**src/hdl/trdt_pkg.sv**
```systemverilog
// Package for the trimmed range block: data widths, chain depth, count limit,
// shared types. No dependencies.
package trdt_pkg;

  localparam int DATA_WIDTH = 32;
  localparam int KEEP       = 4;
  localparam int CNT_W      = 3;

  localparam logic [CNT_W-1:0] COUNT_SAT = CNT_W'(5);

  typedef logic signed [DATA_WIDTH-1:0] data_t;
  typedef logic        [DATA_WIDTH-1:0] udata_t;
  typedef data_t [KEEP-1:0]             row_t;
  typedef udata_t [KEEP-1:0]            urow_t;

  localparam data_t VAL_MIN = {1'b1, {(DATA_WIDTH-1){1'b0}}};

  typedef struct packed {
    logic en;
    logic clear;
  } chain_ctl_t;

endpackage

```
**src/hdl/trimmed_range_drop_three.sv**
```systemverilog
// Top level of the trimmed range block: two insertion chains, sample count,
// spread pipeline. Depends on trdt_pkg, trdt_chain and trdt_spread.
//
// Accepts one sample per clock. Each sample enters two four-cell insertion
// chains (largest values, and smallest values held complemented) in the cycle
// it is accepted; the chains and the count clear after a last_of_set
// transaction. That transaction yields one spread through a difference
// stage, a minimum stage and the output register. in_ready drops only
// while the difference stage holds a result that the stalled stages behind
// it cannot take; otherwise a sample is taken every cycle, including while
// a finished spread waits on out_ready.
module trimmed_range_drop_three (
  input  logic                clk,
  input  logic                rst_n,
  input  logic                in_valid,
  output logic                in_ready,
  input  trdt_pkg::data_t     in_sample,
  input  logic                in_last_of_set,
  output logic                out_valid,
  input  logic                out_ready,
  output trdt_pkg::udata_t    out_spread
);
  import trdt_pkg::*;

  logic             acc;
  logic [CNT_W-1:0] cnt_r, cnt_nxt;
  chain_ctl_t       ctl;
  row_t             lg_vals, lg_nxt, smc_vals, smc_nxt, sm_nxt;

  assign acc       = in_valid && in_ready;
  assign ctl.en    = acc;
  assign ctl.clear = in_last_of_set;
  assign cnt_nxt   = (cnt_r == COUNT_SAT) ? cnt_r : cnt_r + CNT_W'(1);

  always_ff @(posedge clk) begin
    if (!rst_n) begin
      cnt_r <= '0;
    end else if (acc) begin
      cnt_r <= in_last_of_set ? '0 : cnt_nxt;
    end
  end

  trdt_chain u_lg (
    .clk      (clk),
    .rst_n    (rst_n),
    .ctl      (ctl),
    .v        (in_sample),
    .vals     (lg_vals),
    .vals_nxt (lg_nxt)
  );

  trdt_chain u_sm (
    .clk      (clk),
    .rst_n    (rst_n),
    .ctl      (ctl),
    .v        (~in_sample),
    .vals     (smc_vals),
    .vals_nxt (smc_nxt)
  );

  for (genvar j = 0; j < KEEP; j++) begin : g_sm
    assign sm_nxt[j] = ~smc_nxt[j];
  end

  trdt_spread u_spread (
    .clk        (clk),
    .rst_n      (rst_n),
    .in_valid   (acc && in_last_of_set),
    .in_ready   (in_ready),
    .full       (cnt_nxt == COUNT_SAT),
    .lg         (lg_nxt),
    .sm         (sm_nxt),
    .out_valid  (out_valid),
    .out_ready  (out_ready),
    .out_spread (out_spread)
  );

  a_cnt_clear: assert property (@(posedge clk) disable iff (!rst_n)
    (acc && in_last_of_set) |=> (cnt_r == '0))
    else $error("sample count not cleared after last transaction");

  a_cnt_range: assert property (@(posedge clk) disable iff (!rst_n)
    cnt_r <= COUNT_SAT)
    else $error("sample count beyond saturation");

  for (genvar i = 0; i < KEEP-1; i++) begin : g_order
    a_lg_sorted: assert property (@(posedge clk) disable iff (!rst_n)
      lg_vals[i] >= lg_vals[i+1])
      else $error("largest chain out of order");
    a_sm_sorted: assert property (@(posedge clk) disable iff (!rst_n)
      smc_vals[i] >= smc_vals[i+1])
      else $error("smallest chain out of order");
  end

endmodule

```
**src/hdl/trdt_cell.sv**
```systemverilog
// One cell of a descending insertion chain: holds one tracked value.
// Depends on trdt_pkg.
module trdt_cell (
  input  logic               clk,
  input  logic               rst_n,
  input  trdt_pkg::chain_ctl_t ctl,
  input  trdt_pkg::data_t    v,
  input  logic               up_gt,
  input  trdt_pkg::data_t    up_val,
  output logic               gt,
  output trdt_pkg::data_t    val,
  output trdt_pkg::data_t    val_nxt
);
  import trdt_pkg::*;

  data_t val_r;

  assign gt      = v > val_r;
  assign val_nxt = gt ? (up_gt ? up_val : v) : val_r;
  assign val     = val_r;

  always_ff @(posedge clk) begin
    if (!rst_n || (ctl.en && ctl.clear)) begin
      val_r <= VAL_MIN;
    end else if (ctl.en) begin
      val_r <= val_nxt;
    end
  end

endmodule

```
**src/hdl/trdt_chain.sv**
```systemverilog
// Row of insertion cells keeping the largest values in descending order.
// Depends on trdt_pkg and trdt_cell.
module trdt_chain (
  input  logic                 clk,
  input  logic                 rst_n,
  input  trdt_pkg::chain_ctl_t ctl,
  input  trdt_pkg::data_t      v,
  output trdt_pkg::row_t       vals,
  output trdt_pkg::row_t       vals_nxt
);
  import trdt_pkg::*;

  logic [KEEP:0] gt_c;
  data_t         up_c [KEEP+1];

  assign gt_c[0] = 1'b0;
  assign up_c[0] = VAL_MIN;

  for (genvar i = 0; i < KEEP; i++) begin : g_cell
    trdt_cell u_cell (
      .clk     (clk),
      .rst_n   (rst_n),
      .ctl     (ctl),
      .v       (v),
      .up_gt   (gt_c[i]),
      .up_val  (up_c[i]),
      .gt      (gt_c[i+1]),
      .val     (vals[i]),
      .val_nxt (vals_nxt[i])
    );
    assign up_c[i+1] = vals[i];
  end

endmodule

```
**src/hdl/trdt_spread.sv**
```systemverilog
// Spread pipeline: pairwise differences, then a two-level minimum, then the
// output register. Depends on trdt_pkg.
module trdt_spread (
  input  logic             clk,
  input  logic             rst_n,
  input  logic             in_valid,
  output logic             in_ready,
  input  logic             full,
  input  trdt_pkg::row_t   lg,
  input  trdt_pkg::row_t   sm,
  output logic             out_valid,
  input  logic             out_ready,
  output trdt_pkg::udata_t out_spread
);
  import trdt_pkg::*;

  function automatic udata_t min2(udata_t a, udata_t b);
    return (b < a) ? b : a;
  endfunction

  logic   s1_v_r, s2_v_r, out_v_r;
  logic   s1_rdy, s2_rdy, o_rdy;
  urow_t  d_r;
  udata_t m0_r, m1_r, spread_r;

  assign o_rdy    = !out_v_r || out_ready;
  assign s2_rdy   = !s2_v_r || o_rdy;
  assign s1_rdy   = !s1_v_r || s2_rdy;
  assign in_ready = s1_rdy;

  always_ff @(posedge clk) begin
    if (!rst_n) begin
      s1_v_r  <= 1'b0;
      s2_v_r  <= 1'b0;
      out_v_r <= 1'b0;
    end else begin
      if (s1_rdy) s1_v_r <= in_valid;
      if (s2_rdy) s2_v_r <= s1_v_r;
      if (o_rdy)  out_v_r <= s2_v_r;
    end
  end

  always_ff @(posedge clk) begin
    if (s1_rdy && in_valid) begin
      for (int k = 0; k < KEEP; k++) begin
        d_r[k] <= full ? (udata_t'(lg[k]) - udata_t'(sm[KEEP-1-k])) : '0;
      end
    end
    if (s2_rdy && s1_v_r) begin
      m0_r <= min2(d_r[0], d_r[1]);
      m1_r <= min2(d_r[2], d_r[3]);
    end
    if (o_rdy && s2_v_r) begin
      spread_r <= min2(m0_r, m1_r);
    end
  end

  assign out_valid  = out_v_r;
  assign out_spread = spread_r;

endmodule
```
**config.mk**
```make
export PLATFORM = sky130hd
export DESIGN_NAME = trimmed_range_drop_three
export DESIGN_NICKNAME = d
export VERILOG_FILES = /design/src/hdl/trdt_pkg.sv /design/src/hdl/trimmed_range_drop_three.sv /design/src/hdl/trdt_cell.sv /design/src/hdl/trdt_chain.sv /design/src/hdl/trdt_spread.sv
export SDC_FILE = /design/constraint.sdc
export NUM_CORES = 2
export LEC_CHECK = 0
export ABC_CLOCK_PERIOD_IN_PS = 12300
export BUFFER_PORTS_ARGS = -buffer_cell sky130_fd_sc_hd__buf_4
export CAP_MARGIN = 20
export CORE_ASPECT_RATIO = 0.6
export CORE_MARGIN = 8
export CORE_UTILIZATION = 55
export DETAILED_ROUTE_END_ITERATION = 12
export PLACE_DENSITY_LB_ADDON = 0.08
export SYNTH_ARGS = -nofsm -noshare
export SYNTH_HDL_FRONTEND = slang
export SYNTH_HIERARCHICAL = 1
export SYNTH_SLANG_ARGS = --single-unit
```
**constraint.sdc**
```tcl
create_clock -name clk -period 12.3 [get_ports clk]
set_input_delay 2.46 -clock clk [delete_from_list [all_inputs] [get_ports clk]]
set_output_delay 2.46 -clock clk [all_outputs]
set_load 0.03 [all_outputs]
```
==> flow_metrics.tcl <==
set metrics [dict create \
    status "complete, no violations" \
    ys_types 89 \
    ir_drop_mv 0.1063 \
    layout_common_cells "nand2_1, inv_1, mux2_2" \
    slew_viol_final 0 \
    start_util 0.5536 \
    cts_buffers 53 \
    core.rowCount 79 \
    grt_use_total 0.2936 \
    fmax_ghz 0.1166 \
    arrival_ps 8940 \
    drtAntennaViolNets 0 \
    power_mw 5.539 \
    antenna_found_initial 1 \
    synth_edf_count 224 \
    setup.worst_path.end_class "flop" \
    max_slew.worst_pin.slew_ps 1169 \
    grt_overflow_total 0 \
    io_pins 71 \
    vias 34711 \
    drt_iter0_drc 3282 \
    fill_cells 6931 \
    drive_gt1_frac 0.1735 \
    ctsHoldBuffers 0 \
    post-cts-setup-buffers 0 \
    avgSynthCellArea_sq_um 8.872 \
    clk_pin_slew_ps 70 \
    synth-seq-cells 486 \
    dr.pass1.iters 7 \
    cp_cell_sequence "buf_4 > inv_1 > ha_1 > a21oi_1 > o21ai_0 > a221oi_1 > o211ai_1 > a21o_4 > mux2i_4 > buf_4 > mux2_2 > mux2_2 > inv_1 > inv_1 > ha_1 > a21oi_1 > nor2b_1 > o21a_1 > nor2_1 > o21ai_1 > a221oi_2 > o221ai_1 > nor4b_1 > a211o_1" \
    gp_congestion 0.9562 \
    finalNetCount 5354 \
    slowest_delay_ps 780 \
    hp-class "flop to flop" \
    setup_violations 0 \
    grt_pass1_vias 32176 \
    clock_skew_ps 42.12 \
    synth_warnings 6 \
    wire_per_inst_um 22.26 \
    clockBufferDepth 3 \
    r2r_slack_ps 5260 \
    core_area_sq_um 77200 \
    cts_tree "done" \
    setup_tns_ps 0 \
    worst-path-max-fanout 42 \
    post-route-min-period_ps 8574 \
    clk_latency_ps 650 \
    hold-worst-slack_ps 471.9 \
    fp.dieH_um 231.9 \
    max_slew_margin 0.2134 \
    syn_inst 4817 \
    crit_required_ps 12670 \
    syn_area_sq_um 42740 \
    hpwl_mm 102.8 \
    die_x_um 375.9 \
    htreeDepth 2 \
    portBuffers 70 \
    avgViaCountPerCell 5.847 \
    ys_seq_area_frac 0.2801 \
    fin_crit_sh 0.6971 \
    synth_ff_type "dfxtp_1" \
    drcViolationCount 0 \
    critPathKind "input port to flop" \
    post-place-ws_ps 3245 \
    syn_to_final_growth_pct 7.530 \
    finalHoldViolCount 0 \
    clock-sinks 486 \
    final_common_cell "nand2_1" \
    critical_path.slowest_cell "mux2i_4" \
    drt-total-wl_mm 132.1 \
    grt_start_max_net_pins 95 \
    post_cts_resize_count 0 \
    p_per_area_nw_per_um2 120.5 \
    leakage_nw 19.71 \
    crit_top_cell "inv_1" \
    crit_path_start_kind "input port" \
    clockRootBuffer "clkbuf_16" \
    rsz0062_at_grt "no" \
    grt_pass1_wl_mm 199.8 \
    dieArea_sq_um 87170 \
    path_buf_inv 5 \
    drv_cap 0 \
    setup_slack_ps 3726 \
    crit_family "compound AO/OA/AOI/OAI gates" \
    async_reset_ff_frac 0 \
]
layer usage:
layer / wire [um] / global-route usage / vias to the layer above
met4: 5320 / 0.1106 / 0
li1: - / - / 16859
met3: 9734 / 0.04413 / 172
met2: 53360 / 0.4225 / 1134
met1: 63720 / 0.4390 / 16546
met5: 0 / 0 / -
worst reg2reg max path, stage by stage (launching register included):
cell and delay, ps:
dfxtp_1 420, inv_1 70, ha_1 310, nand4_1 340, nor4_1 840, a21o_4 260, mux2i_4 740, buf_4 480
mux2_2 400, mux2_2 320, ha_1 360, a21o_1 220, or3_1 360, o221ai_1 570, a21o_1 270, a21boi_1 180
a221oi_1 370, xor2_1 180, nor2_1 60
flip-flops by register name, summed over array words and instances (netlist names):
name                    count
cnt_r                       3
u_lg/g_cell.u_cell/val    128
u_sm/g_cell.u_cell/val    128
u_spread/d_r              128
u_spread/m0_r              32
u_spread/m1_r              32
u_spread/out_spread        32
u_spread/out_valid          1
u_spread/s1_v_r             1
u_spread/s2_v_r             1
through the flow:
stage | area, sq um | util | std cells
finish | 45960 | 0.5953 | 5937
global route | 45950 | 0.5952 | 5935
CTS | 45950 | 0.5952 | 5935
detailed placement | 44210 | 0.5727 | 5836
global placement | 44210 | 0.5727 | 5836
floorplan | 42970 | - | 4879
cells in the mapped netlist (all sizes together), types with 32 or more instances:
cell type | number | area share
nand2 | 713 | 0.063
inv | 684 | 0.060
mux2 | 576 | 0.15
ha | 475 | 0.14
mux2i | 271 | 0.068
dfxtp | 262 | 0.12
edfxtp | 224 | 0.16
a21oi | 220 | 0.026
nor2 | 176 | 0.015
clkbuf | 148 | 0.013
nand4 | 123 | 0.018
o21ai | 119 | 0.014
a21o | 110 | 0.021
o211ai | 61 | 0.011
buf | 59 | 0.012
xnor2 | 51 | 0.010
nand2b | 49 | 0.0072
nand3 | 49 | 0.0057
xor2 | 41 | 0.0084
nor2b | 33 | 0.0048
nor3 | 33 | 0.0039
nand3b | 32 | 0.0056
o311a | 32 | 0.0075
power breakdown:
part	internal, mW	switching (mW)
clock network	0.938	0.724
registers	1.76	0.0638
logic	0.818	1.23
final timing paths:
check,startpoint,to,cells past startpoint
min reg2reg,u_lg/g_cell[3].u_cell/val[17],u_lg/g_cell[3].u_cell/val[17],2
max reg2reg,u_lg/g_cell[1].u_cell/val[23],u_spread/d_r[93],18
max,in_sample[5],u_spread/d_r[62],24
min,u_lg/g_cell[3].u_cell/val[17],u_lg/g_cell[3].u_cell/val[17],2
cell families (layout without fill, tap and decap cells):
group                      after synthesis  count (layout)  synth area share
adders and majority gates              479             479            0.1409
buffers and inverters                  891             894           0.08484
and+or+nand+nor                       1287            1287            0.1359
DFF                                    486             486            0.2801
muxes                                  847             847            0.2199
xor gates and xnor gates                92              92           0.01885
AOI/OAI and AO/OA                      731             731            0.1191
other                                    4              68         0.0003512
area by class of cell:
cell class / count / area, sq um / area share
Multi-Input combinational cell: 3502 / 27520 / 0.5989
Sequential cell: 486 / 11970 / 0.2605
Inverter: 684 / 2569 / 0.05589
Clock buffer: 75 / 1511 / 0.03289
Tap cell: 1053 / 1318 / 0.02867
Timing Repair Buffer: 111 / 833.3 / 0.01813
Clock inverter: 24 / 226.5 / 0.004928
Antenna cell: 2 / 5.005 / 0.0001089
Note: power is estimated with default switching activity, not from simulation.
